==> config.mk <==
export PLATFORM = sky130hd
export DESIGN_NAME = value_array_table_unit
export DESIGN_NICKNAME = d
export VERILOG_FILES = /design/src/hw/rtl/vatu_pkg.sv /design/src/hw/rtl/value_array_table_unit.sv /design/src/hw/rtl/vatu_mem.sv /design/src/hw/rtl/vatu_ctrl.sv
export VERILOG_INCLUDE_DIRS = /design/src /design/src/hw/rtl
export SDC_FILE = /design/constraint.sdc
export NUM_CORES = 1
export LEC_CHECK = 0
export BUFFER_PORTS_ARGS = -buffer_cell sky130_fd_sc_hd__clkbuf_2
export CORE_MARGIN = 3
export CORE_UTILIZATION = 45
export CTS_CLUSTER_DIAMETER = 200
export DETAILED_ROUTE_END_ITERATION = 10
export PLACE_DENSITY_LB_ADDON = 0.3
export SLEW_MARGIN = 20
export SYNTH_ARGS = -nofsm -noshare
export SYNTH_HDL_FRONTEND = slang
export SYNTH_HIERARCHICAL = 1
export SYNTH_SLANG_ARGS = --single-unit
==> constraint.sdc <==
create_clock -name clock -period 13.6 [get_ports clock]
set_input_delay 1.36 -clock clock [delete_from_list [all_inputs] [get_ports clock]]
set_output_delay 1.36 -clock clock [all_outputs]
set_load 0.005 [all_outputs]
==> src/hw/rtl/value_array_table_unit_defines.svh <==
// Assertion macros for the value array table unit.
// Included by the top level; no other dependencies.
`ifndef VALUE_ARRAY_TABLE_UNIT_DEFINES_SVH
`define VALUE_ARRAY_TABLE_UNIT_DEFINES_SVH

// Check that the consequent holds in the same cycle as the antecedent.
`define VATU_ASSERT_SAME(label, clk, rst, ante, cons, msg) \
   label: assert property (@(posedge clk) disable iff (rst) (ante) |-> (cons)) \
      else $error(msg);

// Check that the consequent holds in the cycle after the antecedent.
`define VATU_ASSERT_NEXT(label, clk, rst, ante, cons, msg) \
   label: assert property (@(posedge clk) disable iff (rst) (ante) |=> (cons)) \
      else $error(msg);

`endif

==> src/hw/rtl/vatu_pkg.sv <==
// Shared types and codes for the value array table unit.
// No dependencies.
`timescale 1ns / 1ps

package vatu_pkg;

   localparam int DATA_W   = 32;
   localparam int FUNC_W   = 2;
   localparam int STATUS_W = 2;
   localparam int MASK_W   = 16;
   localparam int COUNT_W  = 5;

   // operation codes
   localparam logic [FUNC_W-1:0] FUNC_INSERT = 2'd0;
   localparam logic [FUNC_W-1:0] FUNC_DELETE = 2'd1;
   localparam logic [FUNC_W-1:0] FUNC_UPDATE = 2'd2;
   localparam logic [FUNC_W-1:0] FUNC_SEARCH = 2'd3;

   // status codes
   localparam logic [STATUS_W-1:0] ST_DONE     = 2'd0;
   localparam logic [STATUS_W-1:0] ST_FULL     = 2'd1;
   localparam logic [STATUS_W-1:0] ST_NOTFOUND = 2'd2;

   typedef struct packed {
      logic [FUNC_W-1:0]        func;
      logic signed [DATA_W-1:0] value;
      logic signed [DATA_W-1:0] new_value;
   } req_type;

   typedef struct packed {
      logic [STATUS_W-1:0] status;
      logic [MASK_W-1:0]   match_mask;
      logic [COUNT_W-1:0]  fill_count;
   } rsp_type;

endpackage

==> src/hw/rtl/value_array_table_unit.sv <==
// Value array table unit: top level joining the sequencer and the entry memory.
// Depends on vatu_pkg, vatu_ctrl, vatu_mem and value_array_table_unit_defines.svh.
//
//   channel  ports                 handshake
//   request  req_item              taken when start is high and busy is low
//   result   rsp_item              shown for one cycle with rsp_strobe high
//
// Insert: the result appears the cycle after the item is taken; busy stays low.
// Delete, update, search: busy while every filled entry is scanned; the result
// appears in the cycle that busy falls. On an empty table busy stays low and the
// result appears the cycle after the item is taken. The single read port of the
// entry memory, scanned one entry a cycle past one comparator, sets the scan length
// (delete shifts in the same pass).
// Reset clears the fill count and the control state; entries need no clearing.
// The result side cannot stall, so every result is delivered in its cycle.
`timescale 1ns / 1ps
`include "value_array_table_unit_defines.svh"

module value_array_table_unit
   import vatu_pkg::*;
#(
   parameter int CAPACITY = 16
) (
   input  logic    clock,
   input  logic    reset,
   input  logic    start,
   output logic    busy,
   input  req_type req_item,
   output logic    rsp_strobe,
   output rsp_type rsp_item
);

   localparam int AW = (CAPACITY > 1) ? $clog2(CAPACITY) : 1;
   localparam int CW = $clog2(CAPACITY + 1);

   logic              wr_en;
   logic [AW-1:0]     wr_addr;
   logic [DATA_W-1:0] wr_data;
   logic              rd_en;
   logic [AW-1:0]     rd_addr;
   logic [DATA_W-1:0] rd_data;
   logic              insert_taken;
   logic              fail_rsp;

   vatu_ctrl #(
      .CAPACITY (CAPACITY),
      .AW       (AW),
      .CW       (CW)
   ) u_ctrl (
      .clock      (clock),
      .reset      (reset),
      .start      (start),
      .busy       (busy),
      .req_item   (req_item),
      .rsp_strobe (rsp_strobe),
      .rsp_item   (rsp_item),
      .wr_en      (wr_en),
      .wr_addr    (wr_addr),
      .wr_data    (wr_data),
      .rd_en      (rd_en),
      .rd_addr    (rd_addr),
      .rd_data    (rd_data)
   );

   vatu_mem #(
      .DEPTH (CAPACITY),
      .AW    (AW)
   ) u_mem (
      .clock   (clock),
      .wr_en   (wr_en),
      .wr_addr (wr_addr),
      .wr_data (wr_data),
      .rd_en   (rd_en),
      .rd_addr (rd_addr),
      .rd_data (rd_data)
   );

   // conditions watched by the checks
   assign insert_taken = start && !busy && (req_item.func == FUNC_INSERT);
   assign fail_rsp     = rsp_strobe && (rsp_item.status != ST_DONE);

   // insert answers on the very next cycle
   `VATU_ASSERT_NEXT(a_insert_next, clock, reset, insert_taken, rsp_strobe, "insert result late")
   // failed operations report no positions
   `VATU_ASSERT_SAME(a_fail_mask, clock, reset, fail_rsp, rsp_item.match_mask == '0, "mask on fail")
   // no result without an item in flight
   `VATU_ASSERT_NEXT(a_no_spurious, clock, reset, !busy && !start, !rsp_strobe, "stray result")
   // reads never run while idle
   `VATU_ASSERT_SAME(a_idle_no_read, clock, reset, !busy, !rd_en, "memory read while idle")

endmodule

==> src/hw/rtl/vatu_mem.sv <==
// Entry storage: one write port, one read port with registered read data.
// Depends on vatu_pkg for the data width.
`timescale 1ns / 1ps

module vatu_mem
   import vatu_pkg::*;
#(
   parameter int DEPTH = 16,
   parameter int AW    = 4
) (
   input  logic              clock,
   input  logic              wr_en,
   input  logic [AW-1:0]     wr_addr,
   input  logic [DATA_W-1:0] wr_data,
   input  logic              rd_en,
   input  logic [AW-1:0]     rd_addr,
   output logic [DATA_W-1:0] rd_data
);

   logic [DATA_W-1:0] mem_ff [DEPTH];
   logic [DATA_W-1:0] rd_data_ff;

   // write port
   always_ff @(posedge clock) begin
      if (wr_en) begin
         mem_ff[wr_addr] <= wr_data;
      end
   end

   // read port, registered read data
   always_ff @(posedge clock) begin
      if (rd_en) begin
         rd_data_ff <= mem_ff[rd_addr];
      end
   end

   assign rd_data = rd_data_ff;

endmodule

==> src/hw/rtl/vatu_ctrl.sv <==
// Operation sequencer: appends, scans, rewrites and compacts the entry memory.
// Depends on vatu_pkg; drives the ports of vatu_mem.
`timescale 1ns / 1ps

module vatu_ctrl
   import vatu_pkg::*;
#(
   parameter int CAPACITY = 16,
   parameter int AW       = 4,
   parameter int CW       = 5
) (
   input  logic              clock,
   input  logic              reset,
   input  logic              start,
   output logic              busy,
   input  req_type           req_item,
   output logic              rsp_strobe,
   output rsp_type           rsp_item,
   output logic              wr_en,
   output logic [AW-1:0]     wr_addr,
   output logic [DATA_W-1:0] wr_data,
   output logic              rd_en,
   output logic [AW-1:0]     rd_addr,
   input  logic [DATA_W-1:0] rd_data
);

   localparam logic [0:0] S_IDLE = 1'b0;
   localparam logic [0:0] S_SCAN = 1'b1;

   localparam logic [CW-1:0] FULL_COUNT = CW'(CAPACITY);

   logic [0:0]        state_ff, state_in;
   req_type           op_ff, op_in;
   logic [CW-1:0]     fill_ff, fill_in;
   logic [CW-1:0]     issue_ff, issue_in;
   logic              cmp_valid_ff, cmp_valid_in;
   logic [AW-1:0]     cmp_idx_ff, cmp_idx_in;
   logic              hit_ff, hit_in;
   logic [MASK_W-1:0] mask_ff, mask_in;
   logic              rsp_strobe_ff, rsp_strobe_in;
   rsp_type           rsp_item_ff, rsp_item_in;
   logic [CW-1:0]     fill_after;

   // one-hot mask bit for a position; positions past the mask set nothing
   function automatic logic [MASK_W-1:0] pos_bit(input logic [AW-1:0] pos);
      logic [MASK_W-1:0] bits;
      bits = '0;
      for (int b = 0; b < MASK_W; b++) begin
         if (32'(pos) == 32'(b)) begin
            bits[b] = 1'b1;
         end
      end
      return bits;
   endfunction

   // Reads always run ahead of writes (update writes the compared entry,
   // delete writes one below it), so no access pair hits the same entry.
   always_comb begin
      state_in      = state_ff;
      op_in         = op_ff;
      fill_in       = fill_ff;
      issue_in      = issue_ff;
      cmp_valid_in  = 1'b0;
      cmp_idx_in    = cmp_idx_ff;
      hit_in        = hit_ff;
      mask_in       = mask_ff;
      rsp_strobe_in = 1'b0;
      rsp_item_in   = rsp_item_ff;
      rd_en         = 1'b0;
      rd_addr       = issue_ff[AW-1:0];
      wr_en         = 1'b0;
      wr_addr       = '0;
      wr_data       = op_ff.value;
      fill_after    = fill_ff;

      unique case (state_ff)
         S_IDLE: begin
            if (start) begin
               op_in    = req_item;
               issue_in = '0;
               hit_in   = 1'b0;
               mask_in  = '0;
               if (req_item.func == FUNC_INSERT) begin
                  // append at the fill position, or report full
                  rsp_strobe_in = 1'b1;
                  if (fill_ff == FULL_COUNT) begin
                     rsp_item_in.status     = ST_FULL;
                     rsp_item_in.match_mask = '0;
                     rsp_item_in.fill_count = COUNT_W'(fill_ff);
                  end else begin
                     wr_en      = 1'b1;
                     wr_addr    = fill_ff[AW-1:0];
                     wr_data    = req_item.value;
                     fill_after = fill_ff + 1'b1;
                     fill_in    = fill_after;
                     rsp_item_in.status     = ST_DONE;
                     rsp_item_in.match_mask = pos_bit(fill_ff[AW-1:0]);
                     rsp_item_in.fill_count = COUNT_W'(fill_after);
                  end
               end else if (fill_ff == '0) begin
                  // nothing to scan
                  rsp_strobe_in          = 1'b1;
                  rsp_item_in.status     = ST_NOTFOUND;
                  rsp_item_in.match_mask = '0;
                  rsp_item_in.fill_count = COUNT_W'(fill_ff);
               end else begin
                  state_in = S_SCAN;
               end
            end
         end

         S_SCAN: begin
            // issue the next read of the filled range
            if (issue_ff < fill_ff) begin
               rd_en        = 1'b1;
               issue_in     = issue_ff + 1'b1;
               cmp_valid_in = 1'b1;
               cmp_idx_in   = issue_ff[AW-1:0];
            end

            if (cmp_valid_ff) begin
               priority if (op_ff.func == FUNC_DELETE && hit_ff) begin
                  // shift the later entries down by one
                  wr_en   = 1'b1;
                  wr_addr = cmp_idx_ff - 1'b1;
                  wr_data = rd_data;
               end else if (rd_data == op_ff.value) begin
                  hit_in  = 1'b1;
                  mask_in = mask_ff | pos_bit(cmp_idx_ff);
                  if (op_ff.func == FUNC_UPDATE) begin
                     wr_en   = 1'b1;
                     wr_addr = cmp_idx_ff;
                     wr_data = op_ff.new_value;
                  end
               end else begin
                  // no match: hold the entry as it is
                  hit_in = hit_ff;
               end
            end else if (issue_ff >= fill_ff) begin
               // scan drained: report and drop back to idle
               if (op_ff.func == FUNC_DELETE && hit_ff) begin
                  fill_after = fill_ff - 1'b1;
               end
               fill_in                = fill_after;
               state_in               = S_IDLE;
               rsp_strobe_in          = 1'b1;
               rsp_item_in.status     = hit_ff ? ST_DONE : ST_NOTFOUND;
               rsp_item_in.match_mask = mask_ff;
               rsp_item_in.fill_count = COUNT_W'(fill_after);
            end
         end

         default: begin
            state_in = S_IDLE;
         end
      endcase
   end

   // control state
   always_ff @(posedge clock) begin
      if (reset) begin
         state_ff      <= S_IDLE;
         fill_ff       <= '0;
         issue_ff      <= '0;
         cmp_valid_ff  <= 1'b0;
         hit_ff        <= 1'b0;
         mask_ff       <= '0;
         rsp_strobe_ff <= 1'b0;
      end else begin
         state_ff      <= state_in;
         fill_ff       <= fill_in;
         issue_ff      <= issue_in;
         cmp_valid_ff  <= cmp_valid_in;
         hit_ff        <= hit_in;
         mask_ff       <= mask_in;
         rsp_strobe_ff <= rsp_strobe_in;
      end
   end

   // payload registers
   always_ff @(posedge clock) begin
      op_ff       <= op_in;
      cmp_idx_ff  <= cmp_idx_in;
      rsp_item_ff <= rsp_item_in;
   end

   assign busy       = (state_ff != S_IDLE);
   assign rsp_strobe = rsp_strobe_ff;
   assign rsp_item   = rsp_item_ff;

endmodule

Word-level counts from Yosys, hierarchy flattened
Memories as Yosys holds them, arrays and structs flattened. A register that Yosys moved wholly into a read port is not among the register bits. Cells that the tools add are included.

Register bits: 123. Latch bits: 0. Memory bits (writable): 512. Bits in read-only memories: 0. Bits of input ports: 69. Output and inout port bits: 25. Logic and storage cells: 242. Memories: 1.

Memories: u_mem.mem_ff (depth 16, bits a word 32, rd ports 1, clocked after memory_dff 1, wr ports 1, RTL line vatu_mem.sv:20) `logic [DATA_W-1:0] mem_ff [DEPTH];`.

Add/subtract/negate cells: 4. Multiply operators: 0. Divide/modulo/power cells: 0. Magnitude comparators: 2. Eq/ne operators: 44. Shift operators: 0. Muxes and demuxes: 164. Bitwise operators: 2. Reductions and logical operators: 11.

Operators by type and width (count): $mux W32 (7); $mux W1 (121); $mux W23 (5); $eq A4 B4 Y1 const B (16); $mux W16 (4); $pmux W32 S2 (1); $pmux W23 S2 (1); $mux W5 (8); $eq A32 B32 Y1 (1); $eq A4 B3 Y1 const B (8); $pmux W16 S2 (1); $mux W4 (7); $mux W22 (1); $pmux W5 S2 (2); $ne A2 B2 Y1 const B (9); $eq A4 B2 Y1 const B (4); $or A16 B16 Y16 (1); $add A5 B1 Y5 const B (2); $eq A4 B1 Y1 const B (2); $logic_not A4 Y1 (2); $pmux W1 S2 (4); $pmux W4 S2 (1); $reduce_and A4 Y1 (2); $reduce_and A2 Y1 (3); other kinds (14) (14).

Depth between registers and ports, before layout
Depth after elaboration: 11. Mapped depth: 11. Mapped depth without buffers: 10.

Modules after synthesis
Netlist, hierarchy kept.

Modules (own cells, without submodules): vatu_mem (times used 1, cells an instance 838, area each 20155.6 um^2, sequential area each 16335.7 um^2); vatu_ctrl (times used 1, cells an instance 498, area each 6009.5 um^2, sequential area each 3393.3 um^2).

Worst setup path after synthesis
No wires, ideal clock.

Kind: in2reg. Start: input start. End: memory u_mem.mem_ff[0][0], enable pin. Setup time: 461 ps. Arrival time: 6328 ps. Data required time: 13139 ps. Slack: 6811 ps. Stages on the path: 9. Path buffers: 1. Path through: nand2_1 inv_1 nand2_1 a21oi_1 a31oi_4 buf_6 inv_1 or3b_2 nor3_1.

Word-level cells in the longest chain between the ends: 4. Elaborated cells on any way between the ends: 6. Classes of those cells: 6 x mux.

Ends and longest elaborated chain: from (decl) (RTL line value_array_table_unit.sv:26) `input logic start,`; $mux W1 (RTL line vatu_ctrl.sv:78) `if (start) begin`; $pmux W1 S2 (RTL line vatu_ctrl.sv:76) `unique case (state_ff)`; named net wr_en (RTL line value_array_table_unit.sv:36) `logic wr_en;`; $mux W1 (RTL line vatu_mem.sv:25) `if (wr_en) begin`; $mux W1 (implied by the code) (RTL line vatu_mem.sv:26) `mem_ff[wr_addr] <= wr_data;`; to (decl) (RTL line vatu_mem.sv:20).

The timed path passes the listed nets, and every way through them passes these cells.

Worst setup path after layout
Start: register u_mem.rd_data_ff[11], in the netlist u_mem/rd_data[11], read port of u_mem.mem_ff. End: memory u_mem.mem_ff[15][3], enable pin.

Elaborated cells on any way between the ends: 11. Classes of those cells: 1 x eq/ne; 10 x mux.

RTL lines: from (decl) (RTL line vatu_mem.sv:21) `logic [DATA_W-1:0] rd_data_ff;`; $eq A32 B32 Y1 (RTL line vatu_ctrl.sv:127) `end else if (rd_data == op_ff.value) begin`; $mux W4 (RTL line vatu_ctrl.sv:127); $mux W4 (RTL line vatu_ctrl.sv:122) `priority if (op_ff.func == FUNC_DELETE && hit_ff) begin`; $mux W4 (RTL line vatu_ctrl.sv:121) `if (cmp_valid_ff) begin`; $pmux W4 S2 (RTL line vatu_ctrl.sv:76); named net wr_addr[1] (RTL line value_array_table_unit.sv:37) `logic [AW-1:0] wr_addr;`.

The timed path passes the listed nets, and every way through them passes these cells.

==> metrics <==
Seq cells post-synth 667; M1 WL 24,800 um; Period minus WS final 5250 ps; TNS Setup 0 ps; Setup crit end kind register; via count 13,500; clk_skew 15.8 ps; synthesis-to-layout area growth 13.8%; layout cells sized above 1 25.9%; H-tree levels 3; postcts setup bufs 0; DRC 0; die footprint 61,100 sq um; Worst Path Max Fanout 34; worst setup path class register to register; count of final setup violators 0; row cnt 87; PostCTS Resize Cnt 0; Clk pwr share 41.8%; first-pass GRT wire length 89,200 um; Placer Congestion 0.812; Lkg Pwr 9.47 nW; Hold Crit Class register to register; core area 56,900 sq um; PortBufs 93; Rel. slew slack 23.1%; Gate Count Post-Synth 1,336; VDD IR max 0.0999 mV; CTS Root Cell clkbuf_16; Comb pwr share 4.2%; vias per cell 5.98; P per Cell Area 145 nW/um^2; Net Count, Synth 1,421; Hold-fix buffers, CTS 0; fillers 4,418; fmax 0.190 GHz; vias in the first global route 13,600; Placed Area 27,600 sq um; # nets final 1,545; width of the die 247 um; cts bufs inserted 70; WL final 60,000 um; metal2 WL 28,800 um; I/O pins 94; worst hold slack 494 ps; EDFF count, synth 637; Congestion Overflow GR 0; P_int 0.00342 W; storage element area 19,700 sq um; Final Hold Vio Count 0; switch share 20.8%; Die Y 247 um; pin count of the biggest net entering global routing 72; Seq pwr share 54.0%; top_reg_cell synth edfxtp_1; met3 WL post-DR 5020 um; max cap viols 0; total global-route track usage 20.0%; RSZ-0062 raised after global routing no; first drt pass iteration count 5; final antenna-violating net count 0; initial core utilization 46.0%; PnR Total Power 0.00432 W; max-slew violations 0; post-synthesis area per instance 19.6 sq um; share of the yosys chip area belonging to registers 75.4%; final period utilization 38.6%; synth unique cells 55; number of diodes 0; worst-margin pin slew 1150 ps; Sink Count 667; worst path required time 13,850 ps; Synth warnings 6; most common cell after layout, fill and taps aside edfxtp_1; Worst-path clk slew 60 ps; antenna violations before repair 1; 1st-iter DRT viols 1,497; Psw 0.000901 W; critical path arrival 5500 ps; Startpoint Class register; final instance area 29,800 sq um; CTS tree yes; Mapped Area 26,200 sq um; detailed-placement wirelength estimate 34,300 um; clock latency on the worst-skew pair 590 ps; status complete, no violations; most frequent cells in the layout edfxtp_1 (637), mux4_2 (128), clkbuf_2 (93); Max Root-Sink Buffers 3; Top Layer Used met5; drt wl/cell 26.5 um; ys async rst share 0%; area occupied by multi-input gates 6120 sq um
-- per-layer routing --
layer  vias to the layer above  track usage (%)
li1                       5782                -
met1                      7050             27.7
met2                       594             31.7
met3                       102             4.89
met4                         2             5.61
met5                         -                0
-- synth_stat cells, drive strengths merged, types with 4 or more instances --
library cell,number,area share [%]
nand2b,8,0.19
a31oi,4,0.21
nand4,6,0.14
o21ai,43,0.82
dfxtp,30,2.3
inv,12,0.17
nor4,8,0.19
mux4,128,11
nor3,10,0.21
a221o,35,1.4
nor2,37,0.57
nor2b,5,0.12
xor2,33,1.1
edfxtp,637,73
nand3b,19,0.55
a21oi,15,0.29
nand2,71,1.0
a22o,32,1.1
buf,43,1.2
clkbuf,30,0.43
nand3,16,0.31
a22oi,64,1.8
ha,16,0.77
-- sequential cells by signal, indices dropped and copies added (netlist names), 4 cells and up --
| register | cells |
|---|---|
| u_ctrl/cmp_idx_ff | 4 |
| u_mem/rd_data | 32 |
| u_ctrl/rsp_item | 23 |
| u_mem/mem_ff | 512 |
| u_ctrl/fill_ff | 5 |
| u_ctrl/issue_ff | 5 |
| u_ctrl/mask_ff | 16 |
| u_ctrl/op_ff | 66 |
-- critical path: stages, from the launching register on --
cell and delay, ps:
edfxtp_1 410, xor2_1 240, nor4_1 690, nand4_1 250, nor2_4 350, and3_2 990
a221o_1 510, nand2_1 310, nor2_4 650, buf_4 460
-- path summary, 6_finish.rpt --
path,startpoint,endpoint,slack (ps),depth (start not counted)
worst min-delay path,u_ctrl/hit_ff$_SDFFE_PP0P_,u_ctrl/hit_ff$_SDFFE_PP0P_,490,2
worst max-delay path,u_mem/rd_data[11]$_DFFE_PP_,u_mem/mem_ff[15][3]$_DFFE_PP_,8350,9
worst max register to register,u_mem/rd_data[11]$_DFFE_PP_,u_mem/mem_ff[15][3]$_DFFE_PP_,8350,9
worst min register to register,u_ctrl/hit_ff$_SDFFE_PP0P_,u_ctrl/hit_ff$_SDFFE_PP0P_,490,2
-- layout make-up --
cell class | count | share of cell area (%)
Clock buffer | 82 | 6.07
Clock inverter | 37 | 1.12
Inverter | 14 | 0.181
Multi-Input combinational cell | 582 | 20.5
Sequential cell | 667 | 66.3
Tap cell | 756 | 3.18
Timing Repair Buffer | 125 | 2.65
-- power by group through the flow --
stage	sequential, W	combinational (W)	clock, W
6_report	0.00233	0.000182	0.00181
5_1_grt	0.00234	0.000198	0.00193
4_1_cts	0.00233	0.000182	0.00185
3_5_place_dp	0.00238	0.000182	0
3_3_place_gp	0.00238	0.000176	0
2_1_floorplan	0.00237	0.000103	0
-- cell families (layout without fill, tap and decap cells) --
family	after synthesis	in the layout	share of synthesized area, %
buffers and inverters	87	258	1.79
xor gates and xnor gates	35	35	1.17
DFF	667	667	75.4
muxes	131	131	11.1
adders and majority gates	16	16	0.765
and+or+nand+nor	195	195	3.76
AOI/OAI and AO/OA	205	205	5.97
-- per-stage QoR --
| stage | util [%] | std cells | setup slack (ps) |
|---|---|---|---|
| after floorplan | - | 1336 | 6810 |
| after global placement | 48.3 | 2139 | 8330 |
| after detailed placement | 48.4 | 2141 | 8270 |
| after CTS | 52.2 | 2260 | 8250 |
| after global routing | 52.3 | 2263 | 8200 |
| final | 52.3 | 2263 | 8350 |
(Power assumes the default switching activity.)
